## src/rtl/core/tap_on_lone_release_remapper_core_defines.svh

```systemverilog
// ---------------------------------------------------------------------------
// Tap remapper assertion macros
// Concurrent check helpers; empty when built for synthesis.
// ---------------------------------------------------------------------------
`ifndef TAP_ON_LONE_RELEASE_REMAPPER_CORE_DEFINES_SVH
`define TAP_ON_LONE_RELEASE_REMAPPER_CORE_DEFINES_SVH

`ifndef SYNTHESIS
`define TRL_ASSERT_IMPLY(label, clk, rst, lhs, rhs) \
  label: assert property (@(posedge clk) disable iff (rst) (lhs) |-> (rhs)) \
    else $error("tap remapper check failed");
`define TRL_ASSERT_NEXT(label, clk, rst, lhs, rhs) \
  label: assert property (@(posedge clk) disable iff (rst) (lhs) |=> (rhs)) \
    else $error("tap remapper check failed");
`else
`define TRL_ASSERT_IMPLY(label, clk, rst, lhs, rhs)
`define TRL_ASSERT_NEXT(label, clk, rst, lhs, rhs)
`endif

`endif

```

## src/rtl/core/trl_pkg.sv

```systemverilog
// ---------------------------------------------------------------------------
// Tap remapper package
// Shared types, event codes and table sizing.
// ---------------------------------------------------------------------------
package trl_pkg;

  localparam int TABLE_DEPTH = 64;
  localparam int TBL_AW = $clog2(TABLE_DEPTH);
  localparam int CNT_W = $clog2(TABLE_DEPTH + 1);
  localparam int LIM_W = (CNT_W > 7) ? CNT_W : 7;

  localparam logic OP_EVENT = 1'b0;
  localparam logic OP_LOAD = 1'b1;

  localparam logic [15:0] TYPE_SYNC = 16'd0;
  localparam logic [15:0] TYPE_KEY = 16'd1;
  localparam logic [15:0] TYPE_MISC = 16'd4;
  localparam logic [15:0] MISC_SCAN = 16'd4;
  localparam logic signed [31:0] VAL_PRESS = 32'sd1;
  localparam logic signed [31:0] VAL_REPEAT = 32'sd2;

  localparam logic [23:0] TIMEOUT_RESET = 24'd220000;

  localparam logic CFG_TIMEOUT = 1'b0;
  localparam logic CFG_MAP_LENGTH = 1'b1;

  typedef struct packed {
    logic              opcode;
    logic [15:0]       ev_type;
    logic [15:0]       ev_code;
    logic signed [31:0] ev_value;
    logic [31:0]       stamp_sec;
    logic [19:0]       stamp_usec;
    logic [5:0]        entry_index;
    logic [15:0]       bind_key;
    logic [15:0]       bind_tap_key;
    logic [15:0]       bind_modifier;
  } evt_item_t;

  typedef struct packed {
    logic [15:0] out_type;
    logic [15:0] out_code;
    logic        out_value;
    logic        run_last;
  } rpt_item_t;

  typedef struct packed {
    logic [15:0] key;
    logic [15:0] tap_key;
    logic [15:0] modifier;
  } bind_entry_t;

  typedef enum logic {
    CMD_LOAD,
    CMD_LOOKUP
  } cmd_kind_t;

  typedef struct packed {
    cmd_kind_t   kind;
    logic [5:0]  index;
    bind_entry_t entry;
  } cmd_t;

  typedef enum logic [1:0] {
    BK_IDLE,
    BK_SCAN,
    BK_EMIT
  } back_state_t;

  typedef enum logic [2:0] {
    STEP_MOD_DOWN,
    STEP_TAP_DOWN,
    STEP_TAP_UP,
    STEP_MOD_UP,
    STEP_SYNC
  } tap_step_t;

endpackage

```

## src/rtl/core/trl_front.sv

```systemverilog
// ---------------------------------------------------------------------------
// Tap remapper front end
// Tracks scan and press state, qualifies releases, queues commands.
// ---------------------------------------------------------------------------
module trl_front (
  input  logic               clk,
  input  logic               rst,
  input  logic               evt_valid,
  output logic               evt_stall,
  input  trl_pkg::evt_item_t evt,
  input  logic [23:0]        timeout_us,
  input  logic               q_full,
  output logic               q_push,
  output trl_pkg::cmd_t      q_cmd
);
  import trl_pkg::*;

  localparam logic signed [24:0] USEC_PER_SEC = 25'sd1000000;
  localparam logic signed [32:0] SEC_ONE = 33'sd1;
  localparam logic signed [32:0] SEC_ZERO = 33'sd0;
  localparam logic signed [32:0] SEC_MINUS_ONE = -33'sd1;

  logic        scan_armed;
  logic [31:0] current_scan;
  logic [31:0] pressed_scan;
  logic [31:0] press_sec;
  logic [19:0] press_usec;

  logic                accept;
  logic                is_scan;
  logic                key_edge;
  logic                is_press;
  logic                in_time;
  logic                lookup;
  logic signed [32:0]  sec_delta;
  logic signed [20:0]  usec_diff;
  logic signed [24:0]  elapsed;

  assign evt_stall = q_full;
  assign accept = evt_valid && !evt_stall;

  assign is_scan = (evt.opcode == OP_EVENT) && (evt.ev_type == TYPE_MISC)
                   && (evt.ev_code == MISC_SCAN);
  assign key_edge = (evt.opcode == OP_EVENT) && !is_scan && (evt.ev_type == TYPE_KEY)
                    && scan_armed && (evt.ev_value != VAL_REPEAT);
  assign is_press = evt.ev_value == VAL_PRESS;

  assign sec_delta = $signed({1'b0, evt.stamp_sec}) - $signed({1'b0, press_sec});
  assign usec_diff = $signed({1'b0, evt.stamp_usec}) - $signed({1'b0, press_usec});

  always_comb begin
    elapsed = 25'(usec_diff);
    if (sec_delta == SEC_ONE) begin
      elapsed = 25'(usec_diff) + USEC_PER_SEC;
    end else if (sec_delta == SEC_MINUS_ONE) begin
      elapsed = 25'(usec_diff) - USEC_PER_SEC;
    end
    if (timeout_us == 24'd0) begin
      in_time = 1'b1;
    end else if (sec_delta < SEC_MINUS_ONE) begin
      in_time = 1'b1;
    end else if (sec_delta == SEC_ONE || sec_delta == SEC_ZERO || sec_delta == SEC_MINUS_ONE) begin
      in_time = elapsed <= $signed({1'b0, timeout_us});
    end else begin
      in_time = 1'b0;
    end
  end

  assign lookup = key_edge && !is_press && (current_scan == pressed_scan) && in_time;

  always_comb begin
    q_push = accept && ((evt.opcode == OP_LOAD) || lookup);
    q_cmd.index = evt.entry_index;
    if (evt.opcode == OP_LOAD) begin
      q_cmd.kind = CMD_LOAD;
      q_cmd.entry.key = evt.bind_key;
      q_cmd.entry.tap_key = evt.bind_tap_key;
      q_cmd.entry.modifier = evt.bind_modifier;
    end else begin
      q_cmd.kind = CMD_LOOKUP;
      q_cmd.entry.key = evt.ev_code;
      q_cmd.entry.tap_key = 16'd0;
      q_cmd.entry.modifier = 16'd0;
    end
  end

  always_ff @(posedge clk) begin
    if (rst) begin
      scan_armed <= 1'b0;
      current_scan <= 32'd0;
      pressed_scan <= 32'd0;
      press_sec <= 32'd0;
      press_usec <= 20'd0;
    end else if (accept) begin
      if (is_scan) begin
        current_scan <= evt.ev_value;
        scan_armed <= 1'b1;
      end else if (key_edge) begin
        scan_armed <= 1'b0;
        if (is_press) begin
          press_sec <= evt.stamp_sec;
          press_usec <= evt.stamp_usec;
          pressed_scan <= current_scan;
        end
      end
    end
  end

endmodule

```

## src/rtl/core/trl_cmd_fifo.sv

```systemverilog
// ---------------------------------------------------------------------------
// Tap remapper command queue
// Two-entry queue between front end and back end.
// ---------------------------------------------------------------------------
module trl_cmd_fifo (
  input  logic          clk,
  input  logic          rst,
  input  logic          push,
  input  trl_pkg::cmd_t push_cmd,
  input  logic          pop,
  output trl_pkg::cmd_t head,
  output logic          full,
  output logic          empty
);
  import trl_pkg::*;

  cmd_t       slots [2];
  logic       wr_ptr;
  logic       rd_ptr;
  logic [1:0] count;

  assign full = count == 2'd2;
  assign empty = count == 2'd0;
  assign head = slots[rd_ptr];

  always_ff @(posedge clk) begin
    if (push) begin
      slots[wr_ptr] <= push_cmd;
    end
  end

  always_ff @(posedge clk) begin
    if (rst) begin
      wr_ptr <= 1'b0;
      rd_ptr <= 1'b0;
      count <= 2'd0;
    end else begin
      if (push) begin
        wr_ptr <= !wr_ptr;
      end
      if (pop) begin
        rd_ptr <= !rd_ptr;
      end
      if (push && !pop) begin
        count <= count + 2'd1;
      end else if (pop && !push) begin
        count <= count - 2'd1;
      end
    end
  end

endmodule

```

## src/rtl/core/trl_back.sv

```systemverilog
// ---------------------------------------------------------------------------
// Tap remapper back end
// Owns the bind table, scans it on lookups and emits tap runs.
// ---------------------------------------------------------------------------
module trl_back (
  input  logic               clk,
  input  logic               rst,
  input  logic [6:0]         map_length,
  input  trl_pkg::cmd_t      head,
  input  logic               q_empty,
  output logic               q_pop,
  output logic               rpt_valid,
  input  logic               rpt_stall,
  output trl_pkg::rpt_item_t rpt
);
  import trl_pkg::*;

  bind_entry_t mem [TABLE_DEPTH];
  bind_entry_t rd_data;

  back_state_t state;
  back_state_t state_next;
  tap_step_t   step;
  tap_step_t   step_next;

  logic [LIM_W-1:0] issue_idx;
  logic [LIM_W-1:0] limit;
  logic             pend;
  logic [15:0]      code;
  bind_entry_t      hit_entry;

  logic        mem_we;
  logic        rd_en;
  logic        hit;
  logic        more;
  logic        emit_fire;
  rpt_item_t   emit_item;

  assign limit = (LIM_W'(map_length) > LIM_W'(TABLE_DEPTH)) ? LIM_W'(TABLE_DEPTH)
                                                            : LIM_W'(map_length);
  assign more = issue_idx < limit;
  assign hit = pend && (rd_data.key == code);

  always_comb begin
    q_pop = (state == BK_IDLE) && !q_empty;
    mem_we = q_pop && (head.kind == CMD_LOAD) && (32'(head.index) < TABLE_DEPTH);
    rd_en = (state == BK_SCAN) && !hit && more;
    emit_fire = (state == BK_EMIT) && (!rpt_valid || !rpt_stall);
    emit_item.out_type = TYPE_KEY;
    emit_item.out_code = hit_entry.tap_key;
    emit_item.out_value = 1'b0;
    emit_item.run_last = 1'b0;
    case (step)
      STEP_MOD_DOWN: begin
        emit_item.out_code = hit_entry.modifier;
        emit_item.out_value = 1'b1;
      end
      STEP_TAP_DOWN: begin
        emit_item.out_value = 1'b1;
      end
      STEP_TAP_UP: begin
        emit_item.out_value = 1'b0;
      end
      STEP_MOD_UP: begin
        emit_item.out_code = hit_entry.modifier;
      end
      STEP_SYNC: begin
        emit_item.out_type = TYPE_SYNC;
        emit_item.out_code = 16'd0;
        emit_item.run_last = 1'b1;
      end
      default: begin
        emit_item.out_type = TYPE_SYNC;
      end
    endcase
  end

  always_comb begin
    state_next = state;
    case (state)
      BK_IDLE: begin
        if (q_pop && head.kind == CMD_LOOKUP) begin
          state_next = BK_SCAN;
        end
      end
      BK_SCAN: begin
        if (hit) begin
          state_next = BK_EMIT;
        end else if (!more) begin
          state_next = BK_IDLE;
        end
      end
      BK_EMIT: begin
        if (emit_fire && step == STEP_SYNC) begin
          state_next = BK_IDLE;
        end
      end
      default: begin
        state_next = BK_IDLE;
      end
    endcase
  end

  always_comb begin
    step_next = step;
    if (state == BK_SCAN && hit) begin
      step_next = (rd_data.modifier != 16'd0) ? STEP_MOD_DOWN : STEP_TAP_DOWN;
    end else if (emit_fire) begin
      case (step)
        STEP_MOD_DOWN: step_next = STEP_TAP_DOWN;
        STEP_TAP_DOWN: step_next = STEP_TAP_UP;
        STEP_TAP_UP: step_next = (hit_entry.modifier != 16'd0) ? STEP_MOD_UP : STEP_SYNC;
        STEP_MOD_UP: step_next = STEP_SYNC;
        default: step_next = STEP_SYNC;
      endcase
    end
  end

  always_ff @(posedge clk) begin
    if (mem_we) begin
      mem[TBL_AW'(head.index)] <= head.entry;
    end
    if (rd_en) begin
      rd_data <= mem[issue_idx[TBL_AW-1:0]];
    end
  end

  always_ff @(posedge clk) begin
    if (rst) begin
      state <= BK_IDLE;
      step <= STEP_SYNC;
      pend <= 1'b0;
      issue_idx <= '0;
      rpt_valid <= 1'b0;
    end else begin
      state <= state_next;
      step <= step_next;
      if (q_pop && head.kind == CMD_LOOKUP) begin
        issue_idx <= '0;
        pend <= 1'b0;
      end else if (state == BK_SCAN) begin
        pend <= rd_en;
        if (rd_en) begin
          issue_idx <= issue_idx + LIM_W'(1);
        end
      end
      if (emit_fire) begin
        rpt_valid <= 1'b1;
      end else if (!rpt_stall) begin
        rpt_valid <= 1'b0;
      end
    end
  end

  always_ff @(posedge clk) begin
    if (q_pop && head.kind == CMD_LOOKUP) begin
      code <= head.entry.key;
    end
    if (state == BK_SCAN && hit) begin
      hit_entry <= rd_data;
    end
    if (emit_fire) begin
      rpt <= emit_item;
    end
  end

endmodule

```

## src/rtl/core/tap_on_lone_release_remapper_core.sv

```systemverilog
// ---------------------------------------------------------------------------
// Tap-on-lone-release remapper core
// Turns a lone press and release of a bound key into a tap of another key.
//
//   channel   dir  handshake          payload
//   evt       in   evt_valid/stall    trl_pkg::evt_item_t
//   rpt       out  rpt_valid/stall    trl_pkg::rpt_item_t
//   cfg       in   cfg_we             cfg_index, cfg_data
//
// Non-release events and load items pass the front end back to back while
// the queue has room. A qualified release scans the bind table at one entry
// per cycle over the single memory read port; a hit emits 3 or 5 reports.
// Reset is synchronous; the bind table holds no reset and needs no clearing.
// A stalled output holds the back end; the front end stalls when the queue fills.
// ---------------------------------------------------------------------------
`include "tap_on_lone_release_remapper_core_defines.svh"

module tap_on_lone_release_remapper_core (
  input  logic               clk,
  input  logic               rst,
  input  logic               evt_valid,
  output logic               evt_stall,
  input  trl_pkg::evt_item_t evt,
  output logic               rpt_valid,
  input  logic               rpt_stall,
  output trl_pkg::rpt_item_t rpt,
  input  logic               cfg_we,
  input  logic               cfg_index,
  input  logic [23:0]        cfg_data
);
  import trl_pkg::*;

  logic [23:0] timeout_us;
  logic [6:0]  map_length;

  logic q_push;
  logic q_pop;
  logic q_full;
  logic q_empty;
  cmd_t q_cmd;
  cmd_t q_head;

  always_ff @(posedge clk) begin
    if (rst) begin
      timeout_us <= TIMEOUT_RESET;
      map_length <= 7'd0;
    end else if (cfg_we) begin
      case (cfg_index)
        CFG_TIMEOUT: timeout_us <= cfg_data;
        CFG_MAP_LENGTH: map_length <= cfg_data[6:0];
        default: begin
        end
      endcase
    end
  end

  trl_front u_front (
    .clk        (clk),
    .rst        (rst),
    .evt_valid  (evt_valid),
    .evt_stall  (evt_stall),
    .evt        (evt),
    .timeout_us (timeout_us),
    .q_full     (q_full),
    .q_push     (q_push),
    .q_cmd      (q_cmd)
  );

  trl_cmd_fifo u_fifo (
    .clk      (clk),
    .rst      (rst),
    .push     (q_push),
    .push_cmd (q_cmd),
    .pop      (q_pop),
    .head     (q_head),
    .full     (q_full),
    .empty    (q_empty)
  );

  trl_back u_back (
    .clk        (clk),
    .rst        (rst),
    .map_length (map_length),
    .head       (q_head),
    .q_empty    (q_empty),
    .q_pop      (q_pop),
    .rpt_valid  (rpt_valid),
    .rpt_stall  (rpt_stall),
    .rpt        (rpt)
  );

  `TRL_ASSERT_IMPLY(a_push_not_full, clk, rst, q_push, !q_full)
  `TRL_ASSERT_IMPLY(a_pop_not_empty, clk, rst, q_pop, !q_empty)
  `TRL_ASSERT_NEXT(a_rpt_hold, clk, rst, rpt_valid && rpt_stall, rpt_valid && $stable(rpt))

endmodule

```

## config.mk

```make
export PLATFORM = sky130hd
export DESIGN_NAME = tap_on_lone_release_remapper_core
export DESIGN_NICKNAME = d
export VERILOG_FILES = /design/src/rtl/core/trl_pkg.sv /design/src/rtl/core/trl_front.sv /design/src/rtl/core/trl_cmd_fifo.sv /design/src/rtl/core/trl_back.sv /design/src/rtl/core/tap_on_lone_release_remapper_core.sv
export VERILOG_INCLUDE_DIRS = /design/src /design/src/rtl/core
export SDC_FILE = /design/constraint.sdc
export NUM_CORES = 2
export LEC_CHECK = 0
export BUFFER_PORTS_ARGS = -buffer_cell sky130_fd_sc_hd__buf_4
export CAP_MARGIN = 20
export CORE_ASPECT_RATIO = 0.75
export CORE_MARGIN = 5
export CORE_UTILIZATION = 56
export CTS_CLUSTER_SIZE = 24
export DETAILED_ROUTE_END_ITERATION = 8
export GPL_ROUTABILITY_DRIVEN = 0
export PLACE_DENSITY = 0.82
export SLEW_MARGIN = 25
export SYNTH_ARGS = -nofsm -noshare
export SYNTH_HDL_FRONTEND = slang
export SYNTH_SLANG_ARGS = --single-unit
```

## constraint.sdc

```tcl
create_clock -name clk -period 9.34 [get_ports clk]
set_clock_uncertainty 0.05 [all_clocks]
set_input_delay 0.467 -clock clk [delete_from_list [all_inputs] [get_ports clk]]
set_output_delay 0.467 -clock clk [all_outputs]
set_load 0.005 [all_outputs]
```

==> results.cfg <==
[sta]
slew_violations = 0
fin_ws_ns = 0.736
setup_viol = 0
tightestPinTransition_ns = 1.16
hold_viol = 0
fmax_ghz = 0.116
period_needed_ns = 8.60
slew_headroom_pct = 22.6
tns_ns = 0
rsz0062_at_grt = no
fin_crit_sh_pct = 92.1

[logic_synthesis]
yosys_warnings = 0
syn_area_mm2 = 0.136
ys_async_sr_fraction_pct = 0
ys_seq_elements = 3464
synth_cells = 6467
ys.flop_type = edfxtp_1
synth_edf_count = 3297
avgSynthCellArea_um2 = 21.1
synth_cell_type_count = 81
yosysSeqAreaShare_pct = 75.1

[route]
postRouteWirelength_um = 429000
route.detailed.drc = 0
antenna_left = 0
drt_iter0_markers = 14628
viasPerCell = 7.30
wire_per_inst_um = 40.7
vias = 76866
dr.pass1.iters = 9

[placement]
pre_cts_slack_ns = 0.662
place_area_mm2 = 0.143
portBuffers = 221
dp_hpwl_um = 210000

[floorplanning]
coreArea_mm2 = 0.242
die_h_um = 437
rows = 156
die_w_um = 580
initial_core_util_pct = 56.4
die_area_mm2 = 0.254
io_pins = 237

[pwr]
p_seq_share_pct = 52.3
power_frac_comb_pct = 10.3
p_switching_w = 0.00846
switching_share_pct = 24.1
power.density_mw_per_mm2 = 226
total_power_w = 0.0350
vdd_ir_drop_max_mv = 0.211
clkPwrFrac_pct = 37.5
power.internal_w = 0.0266
p_leak_nw = 47.2

[grt]
track_usage_pct = 33.3
grt_pass1_vias = 74949
antenna_found_initial = 22
overflow = 0
grt_max_degree = 152
grt_first_pass_wirelength_um = 589000

[clock_tree]
path_clk_slew_ns = 0.07
cts_tree = yes
cts_max_level = 5
cts_resized = 0
clock-root-buffer = clkbuf_16
cts_made_buffers = 316
cts_hold_buf = 190
post_cts_buffers = 0
cts_sinks = 3464
ctsLongestPathBuffers = 4
clk_latency_ns = 0.91

[flow_run]
max_cap_viol_count = 0

[layout]
final_area_mm2 = 0.155
nets = 7322
drive_above_1_share_pct = 27.5
syn_to_final_growth_pct = 13.7

[hold_path]
hold_path.class = in2reg

[worst_setup_path]
crit_fanout = 20
end_kind = flop
cpPeakStageDelay_ns = 0.81
critPathKind = reg2reg
cpMaxStageDelayCell = o311ai_1
cp_data_arrival_time_ns = 9.11
startpoint_type = flop
crit_required_ns = 9.85

[status]
outcome = complete, no violations
-- cell type report --
class / instances / area [um2]
inverter: 106 / 399
clock inverter: 178 / 1670
fill: 14744 / 86600
sequential: 3464 / 102000
tap: 3239 / 4050
timing repair buffer: 565 / 5130
multi-input combinational: 2577 / 33000
clock buffer: 383 / 8390
antenna: 18 / 45.0
-- logic make-up after synthesis --
| kind of cell | after synthesis | share of synthesized area, % |
|---|---|---|
| adders and majority gates | 91 | 0.846 |
| AOI/OAI and AO/OA | 426 | 1.95 |
| and+or+nand+nor | 844 | 2.84 |
| xor gates and xnor gates | 114 | 0.732 |
| DFF | 3464 | 75.1 |
| other | 1 | 0.00275 |
| buffers and inverters | 440 | 1.27 |
| muxes | 1087 | 17.3 |
-- sequential cells by signal (all words and copies together), names as in the netlist, named ones only --
register / flops
map_length: 7
u_back.rd_data: 48
u_front.current_scan: 32
u_front.scan_armed: 1
u_back.state: 2
u_front.press_sec: 32
u_back.rpt: 19
u_front.press_usec: 20
u_back.hit_entry: 32
u_fifo.rd_ptr: 1
u_back.mem: 3072
u_fifo.slots: 110
u_fifo.count: 2
u_back.issue_idx: 7
timeout_us: 24
u_back.step: 3
u_back.rpt_valid: 1
u_back.pend: 1
u_back.code: 16
u_front.pressed_scan: 32
u_fifo.wr_ptr: 1
-- placed cells by master (no fill, tap or decap), types with 38 or more instances in the layout --
| cell | instances |
|---|---|
| ha_1 | 89 |
| buf_4 | 340 |
| nor2_4 | 65 |
| nor4_1 | 38 |
| nor2_1 | 101 |
| nand4_1 | 41 |
| nand3_1 | 49 |
| o21ai_0 | 60 |
| clkinv_1 | 70 |
| clkbuf_16 | 325 |
| edfxtp_1 | 3297 |
| xnor2_1 | 83 |
| clkinv_2 | 53 |
| nand2_1 | 389 |
| inv_1 | 105 |
| mux2_4 | 43 |
| a21oi_1 | 206 |
| dlygate4sd3_1 | 190 |
| clkbuf_1 | 54 |
| mux4_2 | 1008 |
| dfxtp_1 | 160 |
-- critical path, delay by kind of cell (launching register included) --
kind | cells | cell delay, ns
AO/OA/AOI/OAI | 12 | 3.62
XOR/XNOR | 2 | 0.41
buffers and inverters | 2 | 0.32
flip-flops | 1 | 0.33
AND/OR/NAND/NOR | 8 | 2.60
adder cells (fa/ha/maj) | 2 | 0.81
-- metrics by stage --
stage	utilization, %	hold WS [ns]	instances
floorplan	-	0.350	6481
detailed placement	59.1	0.356	9755
global route	64.2	0.0509	10518
CTS	64.0	0.0212	10506
finish	64.2	0.0184	10530
global placement	59.0	0.358	9747
-- metal layers --
| metal | global-route usage, % | wire length (um) |
|---|---|---|
| met1 | 43.8 | 135000 |
| met2 | 50.4 | 197000 |
| met3 | 11.0 | 69500 |
| met4 | 16.7 | 27300 |
| met5 | 0 | 118 |
-- power by group through the flow --
stage / Combinational (W) / Clock (W) / Sequential [W]
after floorplan: 0.00219 / 0 / 0.0186
after global placement: 0.00310 / 0 / 0.0186
after detailed placement: 0.00328 / 0 / 0.0187
after CTS: 0.00344 / 0.0131 / 0.0183
after global routing: 0.00375 / 0.0139 / 0.0183
final: 0.00360 / 0.0131 / 0.0183
-- synthesized netlist by cell type (61+ instances only) --
cell,n,area share [%]
a21oi_1,206,0.76
buf_1,63,0.17
clkbuf_1,241,0.66
dfxtp_1,167,2.5
edfxtp_1,3297,73
ha_1,89,0.82
inv_1,106,0.29
mux2_2,68,0.56
mux4_2,1008,17
nand2_1,389,1.1
nor2_1,167,0.46
o21ai_0,61,0.22
xnor2_1,83,0.53
-- path summary, 6_finish.rpt --
path | cells after the start | slack (ns) | endpoint | start
worst max-delay path | 26 | 0.74 | u_fifo.slots[1][12] | u_front.press_sec[9]
worst min-delay path | 2 | 0.02 | u_fifo.slots[0][42] | evt[42]
worst max register to register | 26 | 0.74 | u_fifo.slots[1][12] | u_front.press_sec[9]
worst min register to register | 0 | 0.37 | u_back.hit_entry[23] | u_back.rd_data[23]
Power figures use the tool's default switching activity.
